`config.mk`:
```
export PLATFORM = sky130hd
export DESIGN_NAME = aes_kexp
export DESIGN_NICKNAME = d
export VERILOG_FILES = /design/src/hdl/aes128_block_cipher_defines.svh /design/src/hdl/aes_pkg.sv /design/src/hdl/aes_kexp.sv
export SDC_FILE = /design/constraint.sdc
export NUM_CORES = 2
export LEC_CHECK = 0
export ABC_CLOCK_PERIOD_IN_PS = 6300
export BUFFER_PORTS_ARGS = -buffer_cell sky130_fd_sc_hd__buf_2
export CAP_MARGIN = 20
export CORE_AREA = 2 2 581 583
export DETAILED_ROUTE_END_ITERATION = 12
export DIE_AREA = 0 0 583 585
export GPL_TIMING_DRIVEN = 0
export MAX_ROUTING_LAYER = met4
export PLACE_DENSITY = 0.45
export SYNTH_ARGS = -nofsm -noshare
export SYNTH_HDL_FRONTEND = slang
export SYNTH_SLANG_ARGS = --single-unit
export TNS_END_PERCENT = 5
```
`constraint.sdc`:
```
create_clock -name clk_i -period 6.3 [get_ports clk_i]
set_clock_uncertainty 0.15 [all_clocks]
set_input_delay 0.63 -clock clk_i [delete_from_list [all_inputs] [get_ports clk_i]]
set_output_delay 0.63 -clock clk_i [all_outputs]
set_load 0.01 [all_outputs]
```
`src/hdl/aes128_block_cipher_defines.svh`:
```
// ----------------------------------------------------------------------------
// AES-128 block cipher: assertion macros
// Shared concurrent assertion helpers, clocked on clk_i, off during reset.
// ----------------------------------------------------------------------------
`ifndef AES128_BLOCK_CIPHER_DEFINES_SVH
`define AES128_BLOCK_CIPHER_DEFINES_SVH

// property that must hold at every clock edge out of reset
`define AES_ASSERT(lbl, prop, msg) \
  lbl: assert property (@(posedge clk_i) disable iff (!rst_ni) (prop)) else $error(msg);

// implication: antecedent, then consequent by the given sequence
`define AES_ASSERT_IMP(lbl, ante, cons, msg) \
  lbl: assert property (@(posedge clk_i) disable iff (!rst_ni) (ante) |-> cons) \
    else $error(msg);

`endif

```
`src/hdl/aes_pkg.sv`:
```
// ----------------------------------------------------------------------------
// AES-128 package
// Item types, register indexes, S-box tables and round transforms.
// ----------------------------------------------------------------------------
`default_nettype none

package aes_pkg;

  localparam int unsigned ROUNDS_DEFAULT = 10;

  localparam logic [7:0] CFG_KEY_HIGH = 8'd0;
  localparam logic [7:0] CFG_KEY_LOW  = 8'd1;

  typedef struct packed {
    logic        mode;
    logic [63:0] block_high;
    logic [63:0] block_low;
  } aes_in_t;

  typedef struct packed {
    logic [63:0] result_high;
    logic [63:0] result_low;
  } aes_out_t;

  localparam logic [7:0] FWD_BOX [256] = '{
    8'h63,8'h7c,8'h77,8'h7b,8'hf2,8'h6b,8'h6f,8'hc5,8'h30,8'h01,8'h67,8'h2b,8'hfe,8'hd7,8'hab,8'h76,
    8'hca,8'h82,8'hc9,8'h7d,8'hfa,8'h59,8'h47,8'hf0,8'had,8'hd4,8'ha2,8'haf,8'h9c,8'ha4,8'h72,8'hc0,
    8'hb7,8'hfd,8'h93,8'h26,8'h36,8'h3f,8'hf7,8'hcc,8'h34,8'ha5,8'he5,8'hf1,8'h71,8'hd8,8'h31,8'h15,
    8'h04,8'hc7,8'h23,8'hc3,8'h18,8'h96,8'h05,8'h9a,8'h07,8'h12,8'h80,8'he2,8'heb,8'h27,8'hb2,8'h75,
    8'h09,8'h83,8'h2c,8'h1a,8'h1b,8'h6e,8'h5a,8'ha0,8'h52,8'h3b,8'hd6,8'hb3,8'h29,8'he3,8'h2f,8'h84,
    8'h53,8'hd1,8'h00,8'hed,8'h20,8'hfc,8'hb1,8'h5b,8'h6a,8'hcb,8'hbe,8'h39,8'h4a,8'h4c,8'h58,8'hcf,
    8'hd0,8'hef,8'haa,8'hfb,8'h43,8'h4d,8'h33,8'h85,8'h45,8'hf9,8'h02,8'h7f,8'h50,8'h3c,8'h9f,8'ha8,
    8'h51,8'ha3,8'h40,8'h8f,8'h92,8'h9d,8'h38,8'hf5,8'hbc,8'hb6,8'hda,8'h21,8'h10,8'hff,8'hf3,8'hd2,
    8'hcd,8'h0c,8'h13,8'hec,8'h5f,8'h97,8'h44,8'h17,8'hc4,8'ha7,8'h7e,8'h3d,8'h64,8'h5d,8'h19,8'h73,
    8'h60,8'h81,8'h4f,8'hdc,8'h22,8'h2a,8'h90,8'h88,8'h46,8'hee,8'hb8,8'h14,8'hde,8'h5e,8'h0b,8'hdb,
    8'he0,8'h32,8'h3a,8'h0a,8'h49,8'h06,8'h24,8'h5c,8'hc2,8'hd3,8'hac,8'h62,8'h91,8'h95,8'he4,8'h79,
    8'he7,8'hc8,8'h37,8'h6d,8'h8d,8'hd5,8'h4e,8'ha9,8'h6c,8'h56,8'hf4,8'hea,8'h65,8'h7a,8'hae,8'h08,
    8'hba,8'h78,8'h25,8'h2e,8'h1c,8'ha6,8'hb4,8'hc6,8'he8,8'hdd,8'h74,8'h1f,8'h4b,8'hbd,8'h8b,8'h8a,
    8'h70,8'h3e,8'hb5,8'h66,8'h48,8'h03,8'hf6,8'h0e,8'h61,8'h35,8'h57,8'hb9,8'h86,8'hc1,8'h1d,8'h9e,
    8'he1,8'hf8,8'h98,8'h11,8'h69,8'hd9,8'h8e,8'h94,8'h9b,8'h1e,8'h87,8'he9,8'hce,8'h55,8'h28,8'hdf,
    8'h8c,8'ha1,8'h89,8'h0d,8'hbf,8'he6,8'h42,8'h68,8'h41,8'h99,8'h2d,8'h0f,8'hb0,8'h54,8'hbb,8'h16
  };

  localparam logic [7:0] INV_BOX [256] = '{
    8'h52,8'h09,8'h6a,8'hd5,8'h30,8'h36,8'ha5,8'h38,8'hbf,8'h40,8'ha3,8'h9e,8'h81,8'hf3,8'hd7,8'hfb,
    8'h7c,8'he3,8'h39,8'h82,8'h9b,8'h2f,8'hff,8'h87,8'h34,8'h8e,8'h43,8'h44,8'hc4,8'hde,8'he9,8'hcb,
    8'h54,8'h7b,8'h94,8'h32,8'ha6,8'hc2,8'h23,8'h3d,8'hee,8'h4c,8'h95,8'h0b,8'h42,8'hfa,8'hc3,8'h4e,
    8'h08,8'h2e,8'ha1,8'h66,8'h28,8'hd9,8'h24,8'hb2,8'h76,8'h5b,8'ha2,8'h49,8'h6d,8'h8b,8'hd1,8'h25,
    8'h72,8'hf8,8'hf6,8'h64,8'h86,8'h68,8'h98,8'h16,8'hd4,8'ha4,8'h5c,8'hcc,8'h5d,8'h65,8'hb6,8'h92,
    8'h6c,8'h70,8'h48,8'h50,8'hfd,8'hed,8'hb9,8'hda,8'h5e,8'h15,8'h46,8'h57,8'ha7,8'h8d,8'h9d,8'h84,
    8'h90,8'hd8,8'hab,8'h00,8'h8c,8'hbc,8'hd3,8'h0a,8'hf7,8'he4,8'h58,8'h05,8'hb8,8'hb3,8'h45,8'h06,
    8'hd0,8'h2c,8'h1e,8'h8f,8'hca,8'h3f,8'h0f,8'h02,8'hc1,8'haf,8'hbd,8'h03,8'h01,8'h13,8'h8a,8'h6b,
    8'h3a,8'h91,8'h11,8'h41,8'h4f,8'h67,8'hdc,8'hea,8'h97,8'hf2,8'hcf,8'hce,8'hf0,8'hb4,8'he6,8'h73,
    8'h96,8'hac,8'h74,8'h22,8'he7,8'had,8'h35,8'h85,8'he2,8'hf9,8'h37,8'he8,8'h1c,8'h75,8'hdf,8'h6e,
    8'h47,8'hf1,8'h1a,8'h71,8'h1d,8'h29,8'hc5,8'h89,8'h6f,8'hb7,8'h62,8'h0e,8'haa,8'h18,8'hbe,8'h1b,
    8'hfc,8'h56,8'h3e,8'h4b,8'hc6,8'hd2,8'h79,8'h20,8'h9a,8'hdb,8'hc0,8'hfe,8'h78,8'hcd,8'h5a,8'hf4,
    8'h1f,8'hdd,8'ha8,8'h33,8'h88,8'h07,8'hc7,8'h31,8'hb1,8'h12,8'h10,8'h59,8'h27,8'h80,8'hec,8'h5f,
    8'h60,8'h51,8'h7f,8'ha9,8'h19,8'hb5,8'h4a,8'h0d,8'h2d,8'he5,8'h7a,8'h9f,8'h93,8'hc9,8'h9c,8'hef,
    8'ha0,8'he0,8'h3b,8'h4d,8'hae,8'h2a,8'hf5,8'hb0,8'hc8,8'heb,8'hbb,8'h3c,8'h83,8'h53,8'h99,8'h61,
    8'h17,8'h2b,8'h04,8'h7e,8'hba,8'h77,8'hd6,8'h26,8'he1,8'h69,8'h14,8'h63,8'h55,8'h21,8'h0c,8'h7d
  };

  function automatic logic [7:0] xtime(input logic [7:0] b);
    xtime = {b[6:0], 1'b0} ^ (b[7] ? 8'h1b : 8'h00);
  endfunction

  // byte k of the state sits at bits 127-8k downwards; k = column*4 + row
  function automatic logic [7:0] get_byte(input logic [127:0] s, input int k);
    get_byte = s[127 - 8*k -: 8];
  endfunction

  function automatic logic [127:0] sub_bytes(input logic [127:0] s, input logic inv);
    logic [127:0] t;
    for (int k = 0; k < 16; k++) begin
      t[127 - 8*k -: 8] = inv ? INV_BOX[get_byte(s, k)] : FWD_BOX[get_byte(s, k)];
    end
    sub_bytes = t;
  endfunction

  function automatic logic [127:0] shift_rows(input logic [127:0] s, input logic inv);
    logic [127:0] t;
    for (int c = 0; c < 4; c++) begin
      for (int r = 0; r < 4; r++) begin
        t[127 - 8*(c*4 + r) -: 8] = inv ? get_byte(s, ((c - r + 4) & 3)*4 + r)
                                        : get_byte(s, ((c + r) & 3)*4 + r);
      end
    end
    shift_rows = t;
  endfunction

  function automatic logic [127:0] mix_columns(input logic [127:0] s);
    logic [127:0] t;
    logic [7:0]   a [4];
    for (int c = 0; c < 4; c++) begin
      for (int r = 0; r < 4; r++) a[r] = get_byte(s, c*4 + r);
      for (int r = 0; r < 4; r++) begin
        t[127 - 8*(c*4 + r) -: 8] = xtime(a[r]) ^ xtime(a[(r+1)&3]) ^ a[(r+1)&3]
                                    ^ a[(r+2)&3] ^ a[(r+3)&3];
      end
    end
    mix_columns = t;
  endfunction

  // coefficients 14, 11, 13, 9: same map as three forward mixes
  function automatic logic [127:0] inv_mix_columns(input logic [127:0] s);
    logic [127:0] t;
    logic [7:0]   a [4];
    logic [7:0]   x2 [4];
    logic [7:0]   x4 [4];
    logic [7:0]   x8 [4];
    for (int c = 0; c < 4; c++) begin
      for (int r = 0; r < 4; r++) begin
        a[r]  = get_byte(s, c*4 + r);
        x2[r] = xtime(a[r]);
        x4[r] = xtime(x2[r]);
        x8[r] = xtime(x4[r]);
      end
      for (int r = 0; r < 4; r++) begin
        t[127 - 8*(c*4 + r) -: 8] =
            (x8[r] ^ x4[r] ^ x2[r])
          ^ (x8[(r+1)&3] ^ x2[(r+1)&3] ^ a[(r+1)&3])
          ^ (x8[(r+2)&3] ^ x4[(r+2)&3] ^ a[(r+2)&3])
          ^ (x8[(r+3)&3] ^ a[(r+3)&3]);
      end
    end
    inv_mix_columns = t;
  endfunction

endpackage

`default_nettype wire

```
`src/hdl/aes_kexp.sv`:
```
// ----------------------------------------------------------------------------
// AES key expansion
// Holds the key halves and steps the schedule one round key per cycle.
// ----------------------------------------------------------------------------
`default_nettype none

module aes_kexp import aes_pkg::*; #(
  parameter int unsigned Rounds = ROUNDS_DEFAULT
) (
  input  logic         clk_i,
  input  logic         rst_ni,
  input  logic         cfg_valid_i,
  input  logic [7:0]   cfg_index_i,
  input  logic [63:0]  cfg_data_i,
  output logic         busy_o,
  output logic [127:0] rk_o [Rounds+1]
);

  localparam int unsigned CntW = $clog2(Rounds + 1);

  logic [63:0]     key_hi_q, key_hi_d, key_lo_q, key_lo_d;
  logic            run_q, run_d;
  logic [CntW-1:0] cnt_q, cnt_d;
  logic [7:0]      rc_q, rc_d;
  logic [127:0]    cur_q, cur_d;
  logic [127:0]    rk_q [1:Rounds];
  logic [127:0]    nxt;
  logic [31:0]     tw;
  logic            wr;

  assign wr = cfg_valid_i && (cfg_index_i == CFG_KEY_HIGH || cfg_index_i == CFG_KEY_LOW);

  always_comb begin
    tw = {FWD_BOX[cur_q[23:16]], FWD_BOX[cur_q[15:8]], FWD_BOX[cur_q[7:0]],
          FWD_BOX[cur_q[31:24]]} ^ {rc_q, 24'd0};
    nxt[127:96] = cur_q[127:96] ^ tw;
    nxt[95:64]  = cur_q[95:64] ^ nxt[127:96];
    nxt[63:32]  = cur_q[63:32] ^ nxt[95:64];
    nxt[31:0]   = cur_q[31:0] ^ nxt[63:32];
  end

  always_comb begin
    key_hi_d = key_hi_q;
    key_lo_d = key_lo_q;
    run_d    = run_q;
    cnt_d    = cnt_q;
    rc_d     = rc_q;
    cur_d    = cur_q;
    if (wr) begin
      if (cfg_index_i == CFG_KEY_HIGH) key_hi_d = cfg_data_i;
      else key_lo_d = cfg_data_i;
      run_d = 1'b1;
      cnt_d = CntW'(1);
      rc_d  = 8'h01;
      cur_d = {key_hi_d, key_lo_d};
    end else if (run_q) begin
      cur_d = nxt;
      rc_d  = xtime(rc_q);
      if (cnt_q == CntW'(Rounds)) run_d = 1'b0;
      else cnt_d = cnt_q + CntW'(1);
    end
  end

  always_ff @(posedge clk_i or negedge rst_ni) begin
    if (!rst_ni) begin
      key_hi_q <= '0;
      key_lo_q <= '0;
      run_q    <= 1'b1;   // expand the all-zero key after reset
      cnt_q    <= CntW'(1);
      rc_q     <= 8'h01;
      cur_q    <= '0;
    end else begin
      key_hi_q <= key_hi_d;
      key_lo_q <= key_lo_d;
      run_q    <= run_d;
      cnt_q    <= cnt_d;
      rc_q     <= rc_d;
      cur_q    <= cur_d;
    end
  end

  always_ff @(posedge clk_i) begin
    if (run_q && !wr) rk_q[cnt_q] <= nxt;
  end

  assign rk_o[0] = {key_hi_q, key_lo_q};
  for (genvar i = 1; i <= Rounds; i++) begin : g_rk
    assign rk_o[i] = rk_q[i];
  end

  assign busy_o = run_q;

endmodule

`default_nettype wire

```
[Yosys cells after proc, flatten, opt, wreduce, memory -nomap -nowiden]
Memory sizes are Yosys's and may differ from the RTL's.
Index checks and enable logic that the tools add are counted.
Word-level totals
  bits in registers: 269
  bits in writable memories: 1280
  memory bits (read-only): 8192
  input bits: 75
  word-level logic and storage cells: 59
  memories kept: 5
Cells by class
  add/subtract/negate cells: 1
  magnitude comparators: 4
  equality and inequality tests: 3
  muxes and demuxes: 23
  bitwise gates (word level): 10
  reduce and logical (&&, ||, !) cells: 7
Memories
  (no name shown): words 256, bits a word 8, rd ports 1, clocked after memory_dff 0, write ports 0, line aes_kexp.sv:35  | FWD_BOX[cur_q[31:24]]} ^ {rc_q, 24'd0};
  (no name shown): words 256, bits a word 8, rd ports 1, clocked after memory_dff 0, write ports 0, line aes_kexp.sv:34  | tw = {FWD_BOX[cur_q[23:16]], FWD_BOX[cur_q[15:8]], FWD_BOX[cur_q[7:0]],
  (no name shown): words 256, bits a word 8, rd ports 1, clocked after memory_dff 0, write ports 0, line aes_kexp.sv:34
  (no name shown): words 256, bits a word 8, rd ports 1, clocked after memory_dff 0, write ports 0, line aes_kexp.sv:34
  rk_q: words 10, bits a word 128, rd ports 10, clocked after memory_dff 0, write ports 1, line aes_kexp.sv:26  | logic [127:0] rk_q [1:Rounds];
Operator list (number)
  $mux 128: 2
  $xor 32x32->32: 5
  $mux 64: 2
  $mux 8: 10
  $ge 9x9->1 const B: 4
  $not 8->9: 4
  $mux 4: 3
  $eq 8x1->1 const B: 1
  $logic_not 8->1: 1
  $xor 8x5->8: 1
  $mux 1: 5
  $mux 5: 1
  $add 4x1->4 const B: 1
  $eq 4x4->1 const B: 1
  $logic_and 1x1->1: 2
  $ne 2x2->1 const B: 1
  $reduce_and 2->1: 1
  $reduce_bool 2->1: 1
  $logic_not 1->1: 1
  $logic_or 1x1->1: 1

[Logic depth before layout (Yosys ltp)]
  depth in word-level cells: 11
  depth in mapped cells: 17

[Worst setup path before layout]
OpenSTA, ideal clock, no wires.
  path kind: input port to flip-flop
  start: input cfg_index_i[1]
  end: memory rk_q[1][0], enable pin
  setup time: 502 ps
  arrival: 4639 ps
  required time: 5648 ps
  setup slack: 1009 ps
  stages: 7
  cells stage by stage: nor3_1 nand3_1 clkbuf_1 clkbuf_1 nand2_1 nor3_1 and2_1
Between the ends
  cells in the longest elaborated chain, start to end: 7
  elaborated cells between the ends (all ways): 8
RTL lines
  from (decl): line aes_kexp.sv:13  | input logic [7:0] cfg_index_i,
  $eq 8x1->1 or $logic_not 8->1 (tied branches): line aes_kexp.sv:31  | assign wr = cfg_valid_i && (cfg_index_i == CFG_KEY_HIGH || cfg_index_i == CFG_KEY_LOW);
  $logic_or 1x1->1 *: line aes_kexp.sv:31
  $logic_and 1x1->1 *: line aes_kexp.sv:31
  $logic_not 1->1 *: line aes_kexp.sv:83  | if (run_q && !wr) rk_q[cnt_q] <= nxt;
  $logic_and 1x1->1 *: line aes_kexp.sv:83
  $mux 1 *: line aes_kexp.sv:83
  $mux 1 (not written as such) *: line aes_kexp.sv:83
  to (decl): line aes_kexp.sv:26
Mark *: on every way between the ends. The rest lies on a longest branch, timed or not.

[Final worst setup path]
  start: register cur_q[25]
  end: memory rk_q[1][0] (data pin)
Between the ends
  cells in the longest elaborated chain, start to end: 9
RTL lines
  from (decl): line aes_kexp.sv:25  | logic [127:0] cur_q, cur_d;
  from (signal assigned): line aes_kexp.sv:78  | cur_q <= cur_d;
  $not 8->9 (not written as such): line aes_kexp.sv:35
  $mem_v2 256x8
  $mux 8 (not written as such) (2 in series): line aes_kexp.sv:35
  $xor 32x32->32: line aes_kexp.sv:35
  $xor 32x32->32: line aes_kexp.sv:36  | nxt[127:96] = cur_q[127:96] ^ tw;
  via nxt[96]: line aes_kexp.sv:27  | logic [127:0] nxt;
  $xor 32x32->32: line aes_kexp.sv:37  | nxt[95:64] = cur_q[95:64] ^ nxt[127:96];
  $xor 32x32->32: line aes_kexp.sv:38  | nxt[63:32] = cur_q[63:32] ^ nxt[95:64];
  via nxt[32]: line aes_kexp.sv:27
  $xor 32x32->32: line aes_kexp.sv:39  | nxt[31:0] = cur_q[31:0] ^ nxt[63:32];
  via nxt[0]: line aes_kexp.sv:27
The timed path passes the listed nets, and every way through them passes these cells. The select of a mux whose other input is x is not followed.

==> impl_metrics.toml <==
[clocking]
cts_tree = "built"
htree_levels = 4
clkTransAtPathRegs_ns = 0.06
clockBufferDepth = 4
clk_latency_ns = 0.89
numClockSinks = 1549
cts_made_buffers = 175
cts_root_buf = "clkbuf_16"

[synth]
netlist_area_sq_um = 68900
synthArstFlopShare = 0.174
synth_nets = 5331
synth_top_cell_by_area = "edfxtp_1"
synth_area_leaders = "edfxtp_1 56%, dfrtp_1 9.7%, o21ai_0 2.0%"
ys_types = 110
postSynthAreaPerCell_sq_um = 13.3
netlist_top_cells_count = "1280 x edfxtp_1, 351 x nand2_1, 280 x o21ai_0"
syn-instance-count = 5192
synth_ff_type = "edfxtp_1"
yosysWarnings = 0
synth_edf_count = 1280
yosysMostFrequentCell = "edfxtp_1"
ys_seq_area_frac = 0.656
yosys_register_bits = 1549
synth_top_area_share = 0.558

[global_routing]
busiest_layer = "met2"
grt_max_degree = 110
grt.met3_usage = 0.0474
grt_use_met2 = 0.398
grt_pass1_vias = 55600
gr-usage-met1 = 0.292
grt_first_pass_wirelength_um = 559000
antenna_found_initial = 26
grt_util_all_layers = 0.251
overflow = 0

[status]
violations = "setup timing"
status = "complete, but fails checks"

[critical_path]
reg2reg_depth = 11
end_kind = "register"
crit_required_ns = 6.75
crit_arrival_ns = 6.94
ff2ff_setup_slack_ns = -0.19
regToRegStartpoint = "cur_q[25]$_DFFE_PN0P_"
path_max_fanout = 16
r2r-end = "rk_q[1][0]$_DFFE_PP_"
startpoint_type = "register"
critPathKind = "register to register"

[power_and_ir_drop]
ir_drop_v = 0.000565
finalPower_uw = 71800
leakagePower_uw = 0.0345
power-per-cell-area_nw_per_um2 = 785

[route]
wl_per_cell_um = 37.4
drt_wl_total_um = 434000
drt-initial-drc-count = 6408
ant_nets = 0
vias = 58500
vias_per_cell = 5.04
drt_pre_antenna_iters = 8
drc_errors = 0

[cells_and_area]
fin_area_sq_um = 91400
syn_to_final_growth_pct = 32.7
drive_above_1_share = 0.334
fin_nets = 7193
fin_cells = 11600

[placement]
dp_cells = 11200
place_hpwl_um = 333000
dp_slack_ns = -2.38
dpl_cell_area_sq_um = 84800
gp_congestion = 1.07
port_buffers = 1483

[floorplanning]
io-pin-count = 1484
initial_utilization = 0.205
die_area_sq_um = 341000
core_area_sq_um = 335000
die_h_um = 585
placementRows = 213
dieWidth_um = 583

[min_path]
holdPathEnd = "key_lo_q[9]$_DFFE_PN0P_"
min_from = "cfg_data_i[9]"
hp-class = "input pin to register"
hold_depth = 2

[sta]
hold_ws_ns = 0.0382
hold_viol_final = 0
fmax_mhz = 154
fin_ws_ns = -0.190
maxSlewHeadroom = 0.148
rsz0062_at_grt = "yes"
worst_pin_slew_ns = 1.28
period_minus_slack_ns = 6.49
final-setup-viol-count = 23
fin_crit_sh = 1.03
maxSlewViolCount = 0

[flow_run]
cap_violations = 0
registers in the layout, indices dropped and copies added, names as in the netlist:
| signal | cells |
|---|---|
| rk_q | 1280 |
| busy_o | 1 |
| rc_q | 8 |
| cnt_q | 4 |
| key_hi_q | 64 |
| cur_q | 128 |
| key_lo_q | 64 |
per-layer routing:
metal / part of all wire / wire length (um) / vias up
li1: - / - / 23500
met1: 0.38 / 165000 / 30700
met2: 0.47 / 203000 / 3458
met3: 0.076 / 33100 / 903
met4: 0.077 / 33600 / 0
met5: 0 / 0 / -
cell usage in the layout, fill, tap and decap left out, drive strengths merged, types with 20 or more instances in the layout:
master and instances:
a21oi 178, nand3 114, nand2b 115, nand2 351
diode 22, nor2b 88, nor3 186, o211ai 67
edfxtp 1280, a311oi 50, nand4 23, o221ai 20
a2111oi 27, dlygate4sd3 35, and3 45, and2 42
or3 115, nor4 23, dfrtp 266, inv 88
mux2i 83, nor2 266, or2 31, o21ai 287
ha 64, buf 1849, nor3b 21, mux4 41
xnor2 159, clkinv 80, o311ai 65, a21o 35
a31oi 73, mux2 64, o31ai 27, clkbuf 432
o2111ai 23, a211oi 60, xor2 85
worst max-delay path by stage:
stage	slack (ns)	endpoint	start
finish	-0.19	rk_q[1][0]$_DFFE_PP_	cur_q[25]$_DFFE_PN0P_
detailed placement	-2.38	rk_q[8][10]$_DFFE_PP_	cur_q[1]$_DFFE_PN0P_
global placement	-5.26	rk_q[3][46]$_DFFE_PP_	cfg_index_i[1]
global route	-0.11	rk_q[7][24]$_DFFE_PP_	cur_q[17]$_DFFE_PN0P_
CTS	-0.09	rk_q[10][24]$_DFFE_PP_	cur_q[17]$_DFFE_PN0P_
floorplan	1.01	rk_q[1][0]$_DFFE_PP_	cfg_index_i[1]
cells by family (layout without fill, tap and decap cells):
logic type	Yosys count	count (layout)	synth area share
other cells	0	22	0
buf+inv	503	2502	0.0328
simple gates	1486	1486	0.111
mux	188	188	0.0359
compound gates	1141	1141	0.116
flops	1549	1549	0.656
xor+xnor	261	261	0.0375
fa+ha+maj	64	64	0.0116
what timing repair did:
action	4_1_cts	5_1_grt
hold buffers	35	0
hold endpoints to repair	109	0
resized for setup	73	27
endpoints found under the setup margin	853	264
setup buffers	12	3
pin swaps	8	1
metrics by stage:
stage / TNS, ns / utilization
floorplan: 0 / -
global placement: -7950.79 / 0.244
detailed placement: -675.23 / 0.253
CTS: -1.01 / 0.272
global route: -2.13 / 0.273
finish: -3.12 / 0.273
layout make-up:
| cell class | instances | area [sq um] |
|---|---|---|
| fill | 35000 | 244000 |
| antenna | 22 | 55.1 |
| multi-input combinational | 3140 | 22300 |
| timing repair buffer | 1687 | 10600 |
| inverter | 82 | 315 |
| tap | 4407 | 5510 |
| sequential | 1549 | 45200 |
| clock buffer | 210 | 4540 |
| buffer | 419 | 1970 |
| clock inverter | 104 | 927 |
worst max-delay path, stage by stage, from the launching register on:
cell,delay [ns]
dfrtp_1,0.66
inv_2,0.63
ha_1,0.27
clkbuf_1,0.71
nand2b_1,0.51
a21oi_1,0.38
o21ai_0,0.21
o22ai_1,0.57
a21oi_1,0.22
nor4_4,0.64
xor3_2,0.62
xnor2_2,0.57
report_power, final:
part	internal [uW]	switching [uW]	total, uW	leakage [uW]
clock network	5580	4450	10000	0.00266
registers	19300	871	20200	0.0149
logic	11500	30000	41600	0.0170
(Power assumes the default switching activity.)
